## config.mk

```make
export PLATFORM = sky130hd
export DESIGN_NAME = polyline_delta_char_encoder_unit_flat
export DESIGN_NICKNAME = d
export VERILOG_FILES = /design/src/sv/pdce_pkg.sv /design/src/sv/pdce_point_if.sv /design/src/sv/pdce_char_if.sv /design/src/sv/polyline_delta_char_encoder_unit.sv /design/src/flat_wrapper.sv
export SDC_FILE = /design/constraint.sdc
export NUM_CORES = 1
export LEC_CHECK = 0
export BUFFER_PORTS_ARGS = -buffer_cell sky130_fd_sc_hd__buf_4
export CAP_MARGIN = 20
export CORE_MARGIN = 5
export CORE_UTILIZATION = 40
export DETAILED_ROUTE_END_ITERATION = 10
export GPL_ROUTABILITY_DRIVEN = 0
export REMOVE_ABC_BUFFERS = 1
export SLEW_MARGIN = 20
export SYNTH_ARGS = -nofsm -noshare
export SYNTH_HDL_FRONTEND = slang
export SYNTH_SLANG_ARGS = --single-unit
```

## constraint.sdc

```tcl
create_clock -name clk -period 3.9 [get_ports clk]
set_input_delay 0.195 -clock clk [delete_from_list [all_inputs] [get_ports clk]]
set_output_delay 0.195 -clock clk [all_outputs]
set_load 0.02 [all_outputs]
```

## src/sv/pdce_pkg.sv

```systemverilog
package pdce_pkg;

  // Field widths.
  localparam int COORD_W = 29;
  localparam int DELTA_W = COORD_W + 1;
  localparam int CODE_W  = DELTA_W + 1;
  localparam int CHAR_W  = 7;
  localparam int CHUNK_W = 5;

  // Character encoding constants.
  localparam logic [CHUNK_W-1:0] CHUNK_MASK = 5'h1f;
  localparam logic [CHAR_W-1:0]  CHUNK_FLAG = 7'h20;
  localparam logic [CHAR_W-1:0]  CHAR_BIAS  = 7'd63;
  localparam logic [CHAR_W-1:0]  BACKSLASH  = 7'd92;

  // Which coordinate the sequencer is working on.
  localparam logic SEL_LAT = 1'b0;
  localparam logic SEL_LON = 1'b1;

  // Sequencer states, one-hot.
  typedef enum logic [3:0] {
    S_IDLE = 4'b0001,
    S_CALC = 4'b0010,
    S_EMIT = 4'b0100,
    S_DUP  = 4'b1000
  } state_t;

endpackage

```

## src/sv/pdce_point_if.sv

```systemverilog
interface pdce_point_if;
  logic                                  valid;
  logic                                  ready;
  logic signed [pdce_pkg::COORD_W-1:0]   point_lat;
  logic signed [pdce_pkg::COORD_W-1:0]   point_lon;
  logic                                  line_start;
  logic                                  keep;

  modport source (output valid, point_lat, point_lon, line_start, keep, input ready);
  modport sink   (input valid, point_lat, point_lon, line_start, keep, output ready);
endinterface

```

## src/sv/pdce_char_if.sv

```systemverilog
interface pdce_char_if;
  logic                          valid;
  logic                          ready;
  logic [pdce_pkg::CHAR_W-1:0]   out_char;
  logic                          run_last;

  modport source (output valid, out_char, run_last, input ready);
  modport sink   (input valid, out_char, run_last, output ready);
endinterface

```

## src/sv/polyline_delta_char_encoder_unit.sv

```systemverilog
// Polyline delta character encoder.
// The points channel takes one fixed-point point (latitude, longitude) with a
// line start flag and a keep flag. The chars channel returns the encoded
// polyline characters of that point, latitude first, with run_last set on
// the last character of the point. A skipped point (keep and line_start both
// low) returns nothing.
// One subtractor and one chunk shifter are shared by both coordinates under
// a small sequencer. A kept point is accepted in the idle state; then per
// coordinate a calc state forms the delta and its zig-zag code, an emit state
// sends one to seven chunk characters and a dup state doubles a backslash.
// A skipped point is dropped while the sequencer stays idle. The first
// character is registered from the emit state after the first calc state.
// The points channel is ready only while the sequencer is idle.
// A one-entry output register sits on the chars channel; while the receiver
// stalls it holds its character and the sequencer waits.
// Reset clears the last encoded point to zero and empties the output
// register.
module polyline_delta_char_encoder_unit (
  input  logic             clk,
  input  logic             rst,
  pdce_point_if.sink       points,
  pdce_char_if.source      chars
);

  pdce_pkg::state_t state, state_next;

  logic signed [pdce_pkg::COORD_W-1:0] hold_lat;
  logic signed [pdce_pkg::COORD_W-1:0] hold_lon;
  logic                                hold_start;
  logic signed [pdce_pkg::COORD_W-1:0] prev_lat;
  logic signed [pdce_pkg::COORD_W-1:0] prev_lon;
  logic                                fsel;
  logic [pdce_pkg::CODE_W-1:0]         code;

  logic                                out_valid;
  logic [pdce_pkg::CHAR_W-1:0]         out_char;
  logic                                out_last;

  logic                                accept;
  logic                                out_free;
  logic signed [pdce_pkg::COORD_W-1:0] sub_a;
  logic signed [pdce_pkg::COORD_W-1:0] sub_b;
  logic signed [pdce_pkg::DELTA_W-1:0] delta;
  logic signed [pdce_pkg::CODE_W-1:0]  dbl;
  logic [pdce_pkg::CODE_W-1:0]         code_calc;
  logic                                more;
  logic [pdce_pkg::CHAR_W-1:0]         chr;

  assign accept   = points.valid && points.ready;
  assign out_free = !out_valid || chars.ready;

  assign points.ready   = (state == pdce_pkg::S_IDLE);
  assign chars.valid    = out_valid;
  assign chars.out_char = out_char;
  assign chars.run_last = out_last;

  // Shared subtractor and zig-zag mapping.
  always_comb begin
    sub_a     = (fsel == pdce_pkg::SEL_LON) ? hold_lon : hold_lat;
    sub_b     = hold_start ? '0 : ((fsel == pdce_pkg::SEL_LON) ? prev_lon : prev_lat);
    delta     = pdce_pkg::DELTA_W'(sub_a) - pdce_pkg::DELTA_W'(sub_b);
    dbl       = {delta, 1'b0};
    code_calc = dbl[pdce_pkg::CODE_W-1] ? ~dbl : dbl;
  end

  // Next character from the low chunk of the code.
  always_comb begin
    more = |code[pdce_pkg::CODE_W-1:pdce_pkg::CHUNK_W];
    chr  = pdce_pkg::CHAR_BIAS
         + {1'b0, more, code[pdce_pkg::CHUNK_W-1:0] & pdce_pkg::CHUNK_MASK};
  end

  // Sequencer.
  always_comb begin
    state_next = state;
    case (state)
      pdce_pkg::S_IDLE: begin
        if (accept && (points.line_start || points.keep)) begin
          state_next = pdce_pkg::S_CALC;
        end
      end
      pdce_pkg::S_CALC: begin
        state_next = pdce_pkg::S_EMIT;
      end
      pdce_pkg::S_EMIT: begin
        if (out_free && !more) begin
          if (chr == pdce_pkg::BACKSLASH) begin
            state_next = pdce_pkg::S_DUP;
          end else if (fsel == pdce_pkg::SEL_LAT) begin
            state_next = pdce_pkg::S_CALC;
          end else begin
            state_next = pdce_pkg::S_IDLE;
          end
        end
      end
      pdce_pkg::S_DUP: begin
        if (out_free) begin
          state_next = (fsel == pdce_pkg::SEL_LAT) ? pdce_pkg::S_CALC : pdce_pkg::S_IDLE;
        end
      end
      default: begin
        state_next = pdce_pkg::S_IDLE;
      end
    endcase
  end

  // Control registers.
  always_ff @(posedge clk) begin
    if (rst) begin
      state     <= pdce_pkg::S_IDLE;
      out_valid <= 1'b0;
      prev_lat  <= '0;
      prev_lon  <= '0;
      fsel      <= pdce_pkg::SEL_LAT;
    end else begin
      state <= state_next;
      // The output register refills from the sequencer or empties when taken.
      if ((state == pdce_pkg::S_EMIT || state == pdce_pkg::S_DUP) && out_free) begin
        out_valid <= 1'b1;
      end else if (chars.ready) begin
        out_valid <= 1'b0;
      end
      if (state == pdce_pkg::S_IDLE && accept) begin
        fsel <= pdce_pkg::SEL_LAT;
      end
      // The lon delta is the last use of the previous point.
      if (state == pdce_pkg::S_CALC && fsel == pdce_pkg::SEL_LON) begin
        prev_lat <= hold_lat;
        prev_lon <= hold_lon;
      end
      if (state == pdce_pkg::S_EMIT && out_free) begin
        if (!more && chr != pdce_pkg::BACKSLASH && fsel == pdce_pkg::SEL_LAT) begin
          fsel <= pdce_pkg::SEL_LON;
        end
      end
      if (state == pdce_pkg::S_DUP && out_free) begin
        if (fsel == pdce_pkg::SEL_LAT) begin
          fsel <= pdce_pkg::SEL_LON;
        end
      end
    end
  end

  // Payload registers.
  always_ff @(posedge clk) begin
    if (accept) begin
      hold_lat   <= points.point_lat;
      hold_lon   <= points.point_lon;
      hold_start <= points.line_start;
    end
    if (state == pdce_pkg::S_CALC) begin
      code <= code_calc;
    end
    if (state == pdce_pkg::S_EMIT && out_free) begin
      code     <= code >> pdce_pkg::CHUNK_W;
      out_char <= chr;
      out_last <= !more && chr != pdce_pkg::BACKSLASH && fsel == pdce_pkg::SEL_LON;
    end
    if (state == pdce_pkg::S_DUP && out_free) begin
      out_char <= pdce_pkg::BACKSLASH;
      out_last <= (fsel == pdce_pkg::SEL_LON);
    end
  end

  // A coded point always starts with a delta computation.
  a_start_calc: assert property (@(posedge clk) disable iff (rst)
    accept && (points.line_start || points.keep) |=> state == pdce_pkg::S_CALC)
    else $error("kept point did not start the sequencer");

  // A skipped point leaves the last encoded point alone.
  a_skip_stable: assert property (@(posedge clk) disable iff (rst)
    accept && !points.line_start && !points.keep |=> $stable(prev_lat) && $stable(prev_lon))
    else $error("skipped point changed the stored point");

  // The doubled backslash follows a backslash already in the output register.
  a_dup_char: assert property (@(posedge clk) disable iff (rst)
    state == pdce_pkg::S_DUP |-> out_valid && out_char == pdce_pkg::BACKSLASH && !out_last)
    else $error("backslash doubling without a pending backslash");

  // Every character offered lies at or above the character bias.
  a_char_range: assert property (@(posedge clk) disable iff (rst)
    out_valid |-> out_char >= pdce_pkg::CHAR_BIAS)
    else $error("character below the encoded range");

endmodule
```

## src/flat_wrapper.sv

```systemverilog
// flat-port wrapper written by rule: the top's interface ports become plain ports
module polyline_delta_char_encoder_unit_flat 
  (clk, rst, points_valid, points_point_lat, points_point_lon, points_line_start, points_keep, points_ready, chars_valid, chars_out_char, chars_run_last, chars_ready);
  pdce_point_if points_i ();
  pdce_char_if chars_i ();
  input  logic clk;
  input  logic rst;
  input wire logic [$bits(points_i.valid)-1:0] points_valid;
  input wire logic [$bits(points_i.point_lat)-1:0] points_point_lat;
  input wire logic [$bits(points_i.point_lon)-1:0] points_point_lon;
  input wire logic [$bits(points_i.line_start)-1:0] points_line_start;
  input wire logic [$bits(points_i.keep)-1:0] points_keep;
  output wire logic [$bits(points_i.ready)-1:0] points_ready;
  output wire logic [$bits(chars_i.valid)-1:0] chars_valid;
  output wire logic [$bits(chars_i.out_char)-1:0] chars_out_char;
  output wire logic [$bits(chars_i.run_last)-1:0] chars_run_last;
  input wire logic [$bits(chars_i.ready)-1:0] chars_ready;
  assign points_i.valid = points_valid;
  assign points_i.point_lat = points_point_lat;
  assign points_i.point_lon = points_point_lon;
  assign points_i.line_start = points_line_start;
  assign points_i.keep = points_keep;
  assign points_ready = points_i.ready;
  assign chars_valid = chars_i.valid;
  assign chars_out_char = chars_i.out_char;
  assign chars_run_last = chars_i.run_last;
  assign chars_i.ready = chars_ready;
  polyline_delta_char_encoder_unit u_core (.clk(clk), .rst(rst), .points(points_i), .chars(chars_i));
endmodule
```

; After elaboration in Yosys (flattened, before gate mapping)
; Cells that the tools add are included.
[word_totals]
wordCells = 67
romBits = 0
mem_bits_rw = 0
memories = 0
register_bits = 162
out_inout_bits = 10
latchBits = 0
[op_classes]
n_reduce_logical = 21
order_cmp = 0
shift = 0
n_div = 0
n_mul = 0
n_addsub = 2
eq_ne = 9
n_bitwise = 2
mux = 21
[ops]
columns = cell, count
row1 = 2-to-1 mux 29 bit, 3
row2 = 2-to-1 mux 26 bit, 2
row3 = 2-to-1 mux 31 bit, 1
row4 = NOT 31 bit, 1
row5 = subtractor 29 x 29 -> 30 bit, 1
row6 = OR reduction 26 bit, 1
row7 = 2-to-1 mux 4 bit, 4
row8 = case mux 4 bit (4 select lines), 1
row9 = logical AND 1 bit, 11
row10 = 2-to-1 mux 1 bit, 9
row11 = "adder 6 x 6 -> 7 bit, first input constant", 1
row12 = "equality test 7 bit, second input constant", 1
row13 = "!= test 7 bit, second input constant", 1
row14 = nonzero test 2 bit, 3
row15 = "equality test 4 x 1 -> 1 bit, second input constant", 1
row16 = "equality test 4 x 2 -> 1 bit, second input constant", 1
row17 = "equality test 4 x 3 -> 1 bit, second input constant", 1
row18 = "equality test 4 bit, second input constant", 1
row19 = "!= test 2 x 1 -> 1 bit, second input constant", 2
row20 = logical OR 1 bit, 3
row21 = AND reduction 3 bit, 1
row22 = logical NOT 1 bit, 2
row23 = 2-to-1 mux 2 bit, 1
row24 = "!= test 2 bit, second input constant", 1
row25 = NOT 1 bit, 1

; Longest topological paths before layout
; Gate-level depths: netlist of the first run.
[depth]
word_depth = 9
depth_mapped = 16
mapped_depth_nobuf = 14

; Least setup slack after synthesis of the first run
; Ideal clock, no wire load.
[synth_timing]
path_kind = reg2reg
startpoint = register u_core.fsel
endpoint = register u_core.code[21] (netlist bit), data pin
slack_ns = 0.247
path_buffers = 2
arrival_time_ns = 3.388
t_required_ns = 3.634
path_stages_with_launch = 14
setup_time_ns = 0.266
cell_sequence = dfxtp_1 -> clkbuf_1 -> clkbuf_1 -> mux2_2 -> fa_1 -> a21oi_1 -> o211ai_1 -> o41ai_2 -> a21oi_2 -> o21a_1 -> a21o_1 -> a21oi_1 -> xnor2_1 -> o21ai_1
[synth_via]
elab_chain_cells = 7
elab_cells_between_ends = 8
[synth_lines]
columns = item, line_no
row1 = start: declaration, polyline_delta_char_encoder_unit.sv:32  ; logic fsel;
row2 = start signal: assignment, polyline_delta_char_encoder_unit.sv:114  ; fsel <= pdce_pkg::SEL_LAT;
row3 = start signal: assignment, polyline_delta_char_encoder_unit.sv:124  ; fsel <= pdce_pkg::SEL_LAT;
row4 = start signal: assignment, polyline_delta_char_encoder_unit.sv:133  ; fsel <= pdce_pkg::SEL_LON;
row5 = 2-to-1 mux 29 bit (2 in a row), polyline_delta_char_encoder_unit.sv:60  ; sub_b = hold_start ? '0 : ((fsel == pdce_pkg::SEL_LON) ? prev_lon : prev_lat);
row6 = subtractor 29 x 29 -> 30 bit (*), polyline_delta_char_encoder_unit.sv:61  ; delta = pdce_pkg::DELTA_W'(sub_a) - pdce_pkg::DELTA_W'(sub_b);
row7 = NOT 31 bit, polyline_delta_char_encoder_unit.sv:63  ; code_calc = dbl[pdce_pkg::CODE_W-1] ? ~dbl : dbl;
row8 = 2-to-1 mux 31 bit (*), polyline_delta_char_encoder_unit.sv:63
row9 = 2-to-1 mux 26 bit (*), polyline_delta_char_encoder_unit.sv:151  ; if (state == pdce_pkg::S_CALC) begin
row10 = 2-to-1 mux 26 bit (*), polyline_delta_char_encoder_unit.sv:154  ; if (state == pdce_pkg::S_EMIT && out_free) begin
row11 = end signal: assignment, polyline_delta_char_encoder_unit.sv:152  ; code <= code_calc;
row12 = end signal: assignment, polyline_delta_char_encoder_unit.sv:155  ; code <= code >> pdce_pkg::CHUNK_W;
row13 = end: declaration, polyline_delta_char_encoder_unit.sv:33  ; logic [pdce_pkg::CODE_W-1:0] code;
; Mark *: on every way between the ends. The rest lies on a longest branch, timed or not. The select of a mux whose other input is x is not followed.
; A chain may end at the register's enable or synchronous reset.

; Worst setup path after layout of the first run
; Same ends and word-level chain as after synthesis.

==> impl_metrics.yaml, run 1 <==
synth:
  yosys_warnings: 0
  yosys.area.top_type: "edfxtp_1"
  synth_enable_flop_cells: 86
  async_flop_share_pct: 0
  avgSynthCellArea_sq_um: 9.83
  synthesis.instances: 864
  synth_top_cell_area_share_pct: 30.4
  synth_area_leaders: "edfxtp_1 (30%), dfxtp_1 (18%), nand2_1 (7.1%), a21oi_1 (5.7%), ha_1 (4.6%)"
  dominantRegCellSynth: "edfxtp_1"
  ys_types: 66
  yosysSeqAreaShare_pct: 48.1
  ys_seq_elements: 161
  netlist_area_sq_um: 8500
global_routing:
  grt_max_degree: 65
  first_global_vias: 6243
  grt_overflow: 0
  grt_pass1_wl_um: 31300
  grt_use_total_pct: 15.8
  antenna_found_initial: 0
route:
  vias: 6421
  drtIter0Drc: 324
  drc: 0
  viasPerCell: 5.06
  ant_nets: 0
  drt-pass1-iter-count: 5
  post_drt_wl_per_cell_um: 14.7
  wl_um: 18600
hold_path:
  hp-class: "in2reg"
sta:
  fin_hold_ws_ns: 0.232
  relSlewSlack_pct: 42.8
  skew_ns: 0.00916
  worst_slew_pin_slew_ns: 0.855
  hold_viol_final: 0
  min_period_ns: 3.52
  fin_setup_tns_ns: 0
  finalCritPeriodShare_pct: 90.3
  setup_viol: 0
  slew_viol_final: 0
  rsz0062_at_grt: "no"
  max_freq_mhz: 284
die:
  die_width_um: 156
  initial_core_util_pct: 40.5
  io-pin-count: 74
  die-area_sq_um: 24300
  design.core.area_sq_um: 21000
  fp.dieH_um: 156
  row_count: 53
clocking:
  clkTransAtPathRegs_ns: 0.07
  clock-sinks: 161
  cts_hold_buf: 59
  clk_latency_ns: 0.43
  cts_setup_buffers: 0
  cts_tree: "built"
  htree_levels: 4
  clockRootBuffer: "clkbuf_16"
  cts_resized: 0
  numCtsBuffers: 17
  cts_buffer_depth: 2
outcome:
  status: "complete, no violations"
worst_setup_path:
  worstPathCellList: "buf_12 > mux2i_1 > ha_1 > inv_1 > fa_1 > a21oi_1 > o211ai_1 > o41ai_2 > a21oi_2 > o21a_1 > a21o_1 > a21oi_1 > xnor2_1 > o21ai_1"
  critical_path_arrival_ns: 3.69
  crit_path_start_kind: "flop"
  crit_path_max_incr_delay_ns: 0.44
  end_kind: "flop"
  worstSetupPathType: "reg2reg"
  cpMaxStageDelayCell: "dfxtp_4"
  crit_top_cell: "a21oi_1"
  crit_fanout: 23
  critPathRequiredTime_ns: 4.07
pwr:
  ir_drop_mv: 0.340
  p_total_mw: 6.30
  powerDensity_nw_per_um2: 600
  leakage_nw: 3.65
cells_and_area:
  layout.nets: 1078
  finalNonFillerCells: 1270
  area_growth_syn_to_layout_pct: 23.7
  antenna_cells: 0
  drive_gt1_share_pct: 19.6
  final_util_pct: 50.1
placed_design:
  port_buffers: 73
  place_hpwl_um: 12900
  dp_cells: 1179
flow_run:
  drv_cap: 0
## flip-flops by register name, summed over array words and instances, names as in the netlist
name / flops
u_core.chars.valid: 1
u_core.code: 30
u_core.state: 4
u_core.hold_start: 1
u_core.prev_lon: 29
u_core.hold_lat: 29
u_core.fsel: 1
u_core.prev_lat: 29
u_core.chars.out_char: 7
u_core.chars.run_last: 1
u_core.hold_lon: 29
## critical path: cells and delay by family, from the launching register on
kind / cells / cell delay [ns]
multiplexers: 1 / 0.21
buffers and inverters: 2 / 0.25
XOR/XNOR: 1 / 0.16
flip-flops: 1 / 0.44
AO/OA/AOI/OAI: 8 / 1.62
adder cells (fa/ha/maj): 2 / 0.58
## logic make-up (layout without fill, tap and decap cells)
kind of cell	Yosys count	count (layout)	share of synthesized area (%)
AO/OA/AOI/OAI	197	197	14.4
XOR/XNOR	52	52	5.63
adder cells (fa/ha/maj)	32	32	4.80
buffers and inverters	53	184	2.92
flip-flops	161	161	48.1
multiplexers	60	60	7.63
AND/OR/NAND/NOR	309	309	16.6
## Yosys cell counts (3+ instances only)
master	instances
o21a_1	4
nand3_1	12
and3_1	8
or2_2	29
a31oi_1	5
a21oi_2	4
nand2_1	160
mux2_2	28
buf_1	7
and2_1	4
a21oi_1	96
mux2i_1	31
clkbuf_1	33
nor2_1	43
xnor2_1	35
edfxtp_1	86
nand2b_1	10
nor4_1	6
inv_1	7
nor3_1	17
xor2_1	14
nor2b_1	5
a21o_1	14
o211ai_1	4
nand4_1	5
dfxtp_1	75
o21bai_1	3
o21ai_0	23
xor2_2	3
o21ai_1	18
ha_1	31
## cells in the final DEF (no fill, tap or decap), types with 18 or more instances in the layout
cell	instances
a21oi_1	96
buf_4	82
clkbuf_16	18
dfxtp_1	74
dlygate4sd3_1	59
edfxtp_1	86
ha_1	31
mux2_2	28
mux2i_1	31
nand2_1	160
nor2_1	43
o21ai_0	23
o21ai_1	18
or2_2	29
xnor2_1	35
## power breakdown
group          switching, mW  internal, mW
Combinational           1.24          1.02
Clock                  0.684         0.979
Sequential             0.169          2.21
Total                   2.09          4.21
## path summary, 6_finish.rpt
kind | start | endpoint | slack [ns] | cells past startpoint
worst max-delay path | u_core.fsel | u_core.code[21] | 0.38 | 14
worst min-delay path | chars_ready | u_core.chars.valid | 0.23 | 4
worst min register to register | u_core.prev_lon[2] | u_core.prev_lon[2] | 0.45 | 2
worst max register to register | u_core.fsel | u_core.code[21] | 0.38 | 14
## cell type report
type / count / area, sq um
clock buffer: 19 / 454
clock inverter: 13 / 133
fill: 1962 / 10400
inverter: 7 / 26.3
multi-input combinational: 650 / 4180
sequential: 161 / 4090
tap: 275 / 344
timing repair buffer: 145 / 1290
## through the flow
step / setup slack, ns / instance area (sq um)
6_report: 0.380 / 10500
5_1_grt: 0.0710 / 10500
4_1_cts: 0.405 / 10500
3_5_place_dp: 0.427 / 9330
3_3_place_gp: 0.514 / 9330
2_1_floorplan: -1.27 / 8280
## metal layers
metal	track usage, %	wire [um]	part of all wire, %	vias up
li1	-	-	-	3282
met1	22.0	8950	48	3018
met2	25.6	8790	47	110
met3	2.41	666	3.6	11
met4	4.92	205	1.1	0
met5	0	0	0	-
(Power assumes the default switching activity.)
==> run 2, diff against run 1 <==
--- a/config.mk
+++ b/config.mk
@@ -8,9 +8,10 @@
 export BUFFER_PORTS_ARGS = -buffer_cell sky130_fd_sc_hd__buf_4
 export CAP_MARGIN = 20
 export CORE_MARGIN = 5
-export CORE_UTILIZATION = 40
+export CORE_UTILIZATION = 54
 export DETAILED_ROUTE_END_ITERATION = 10
 export GPL_ROUTABILITY_DRIVEN = 0
+export PLACE_DENSITY = 0.76
 export REMOVE_ABC_BUFFERS = 1
 export SLEW_MARGIN = 20
 export SYNTH_ARGS = -nofsm -noshare
==> run 2 against run 1 <==
  * Fmax shrank 3.4%
  * Via count grew 0.67%
  * Sequential power is essentially flat
  * Worst setup slack lost 0.12 ns
  * Combinational power shrank 2%
  * Final cell count shrank 5.1%
  * Count of clock-buffer cells in the layout grew 3
  * Design area shrank 1.3%
  * Highest routed layer unchanged
  * First-iteration DRC count grew 29%
  * Power shrank 1.6%
  * Clock power shrank 3%
  * Largest power group unchanged
==> impl_metrics.yaml, run 2 (synthesis results as in run 1) <==
outcome:
  status: "complete, no violations"
pwr:
  switching_share_pct: 32.9
  power.internal_mw: 4.16
  leakage_nw: 3.62
  ir_drop_mv: 0.505
  seq_power_share_pct: 38.4
  powerDensity_nw_per_um2: 598
  p_comb_share_pct: 35.7
  switchingPower_mw: 2.04
  power_frac_clock_pct: 25.9
die:
  fp.dieH_um: 135
  die-area_sq_um: 18300
  io-pin-count: 74
  design.core.area_sq_um: 15300
  die_width_um: 135
  initial_core_util_pct: 55.5
  row_count: 45
sta:
  hold_viol_final: 0
  finalCritPeriodShare_pct: 93.4
  fin_hold_ws_ns: 0.224
  rsz0062_at_grt: "no"
  min_period_ns: 3.64
  skew_ns: 0.0118
  slew_viol_final: 0
  relSlewSlack_pct: 29.3
  max_freq_mhz: 274
  setup_viol: 0
  fin_ws_ns: 0.257
  worst_slew_pin_slew_ns: 1.06
route:
  wl_um: 18000
  ant_nets: 0
  drtIter0Drc: 418
  post_drt_wl_per_cell_um: 14.9
  drc: 0
  viasPerCell: 5.36
  drt-pass1-iter-count: 7
  vias: 6464
global_routing:
  grt_use_total_pct: 20.2
  grt_use_met3_pct: 3.90
  grt_overflow: 0
  grtUsageMet1_pct: 27.0
  use_met2_pct: 33.7
  first_global_vias: 6184
  grt_pass1_wl_um: 29800
  antenna_found_initial: 0
  grt_max_degree: 65
  top_usage_layer: "met2"
placed_design:
  place_hpwl_um: 12000
  port_buffers: 73
  dp_slack_ns: 0.266
worst_setup_path:
  worstSetupPathType: "reg2reg"
  end_kind: "flop"
  crit_fanout: 29
  crit_path_start_kind: "flop"
  reg2reg_depth: 12
  critical_path_arrival_ns: 3.96
  critPathRequiredTime_ns: 4.22
clocking:
  htree_levels: 4
  clkTransAtPathRegs_ns: 0.06
  clock-sinks: 161
  cts_tree: "built"
  numCtsBuffers: 17
  cts_hold_buf: 59
  cts_setup_buffers: 0
  clockRootBuffer: "clkbuf_16"
  cts_resized: 0
  clk_latency_ns: 0.42
  cts_buffer_depth: 2
hold_path:
  hp-class: "in2reg"
  holdPathStages: 5
cells_and_area:
  regArea_sq_um: 4090
  layout.nets: 1077
  nFillCells: 1197
  largest_register_ff_count: 30
  area_growth_syn_to_layout_pct: 22.0
  final_common_cell: "nand2_1"
  multi_input_area_sq_um: 4170
  antenna_cells: 0
  drive_gt1_share_pct: 19.3
  layout_common_cells: "nand2_1 (160), a21oi_1 (96), edfxtp_1 (86)"
  top_register: "u_core.code"
flow_run:
  drv_cap: 0
## run 2: changes by cell type in the layout (fill, tap and decap cells not counted), moves of 2 or more
cell / previous run / this run
inv_6: 2 / 0
buf_12: 4 / 2
clkinv_4: 3 / 1
clkbuf_1: 1 / 4
clkinvlp_4: 1 / 4
## run 2: path summary, 6_finish.rpt
| kind | startpoint | end | slack (ns) |
|---|---|---|---|
| setup / recovery | u_core.hold_start | u_core.code[29] | 0.26 |
| hold / removal | points_valid | u_core.state[3] | 0.22 |
| setup reg to reg | u_core.hold_start | u_core.code[29] | 0.26 |
| hold reg to reg | u_core.prev_lat[24] | u_core.prev_lat[24] | 0.45 |
## run 2: worst max-delay path, cell delays in order, from the launching register on
cell,delay [ns]
edfxtp_1,0.75
or2_2,0.47
ha_1,0.27
nor2b_1,0.15
o31a_4,0.31
o211ai_4,0.27
o31ai_4,0.12
buf_4,0.17
a21o_1,0.19
or4_1,0.47
a21oi_1,0.14
a31oi_1,0.05
and3_1,0.18
## run 2: metal layers
layer	vias to the layer above	part of all wire [%]	wire length, um
li1	3286	-	-
met1	3034	46	8240
met2	129	49	8740
met3	15	4.3	781
met4	0	1.2	221
met5	-	0	0
## run 2: stage by stage
| step | cells | area (sq um) | setup TNS [ns] | util, % | total power, mW |
|---|---|---|---|---|---|
| after global routing | 1205 | 10400 | 0 | 67.7 | 6.58 |
| after detailed placement | 1114 | 9210 | 0 | 60.2 | 4.56 |
| after floorplan | 818 | 8280 | -32.46 | - | 4.00 |
| after CTS | 1205 | 10400 | 0 | 67.7 | 6.22 |
| final | 1205 | 10400 | 0 | 67.7 | 6.20 |
| after global placement | 1114 | 9210 | 0 | 60.2 | 4.52 |
## run 2: area by class of cell
cell class | count | area share (%)
multi-input cells | 650 | 40.3
flip-flops and latches | 161 | 39.4
repair buffers | 144 | 12.1
clock buffers | 22 | 4.38
well taps | 211 | 2.55
clock inverters | 10 | 1.07
inverters | 7 | 0.253
## run 2: power groups by stage
stage | Combinational, mW | Clock [mW] | Sequential, mW
global placement | 2.11 | 0 | 2.40
global route | 2.46 | 1.71 | 2.41
CTS | 2.22 | 1.63 | 2.38
finish | 2.21 | 1.61 | 2.38
floorplan | 1.59 | 0 | 2.41
detailed placement | 2.15 | 0 | 2.41
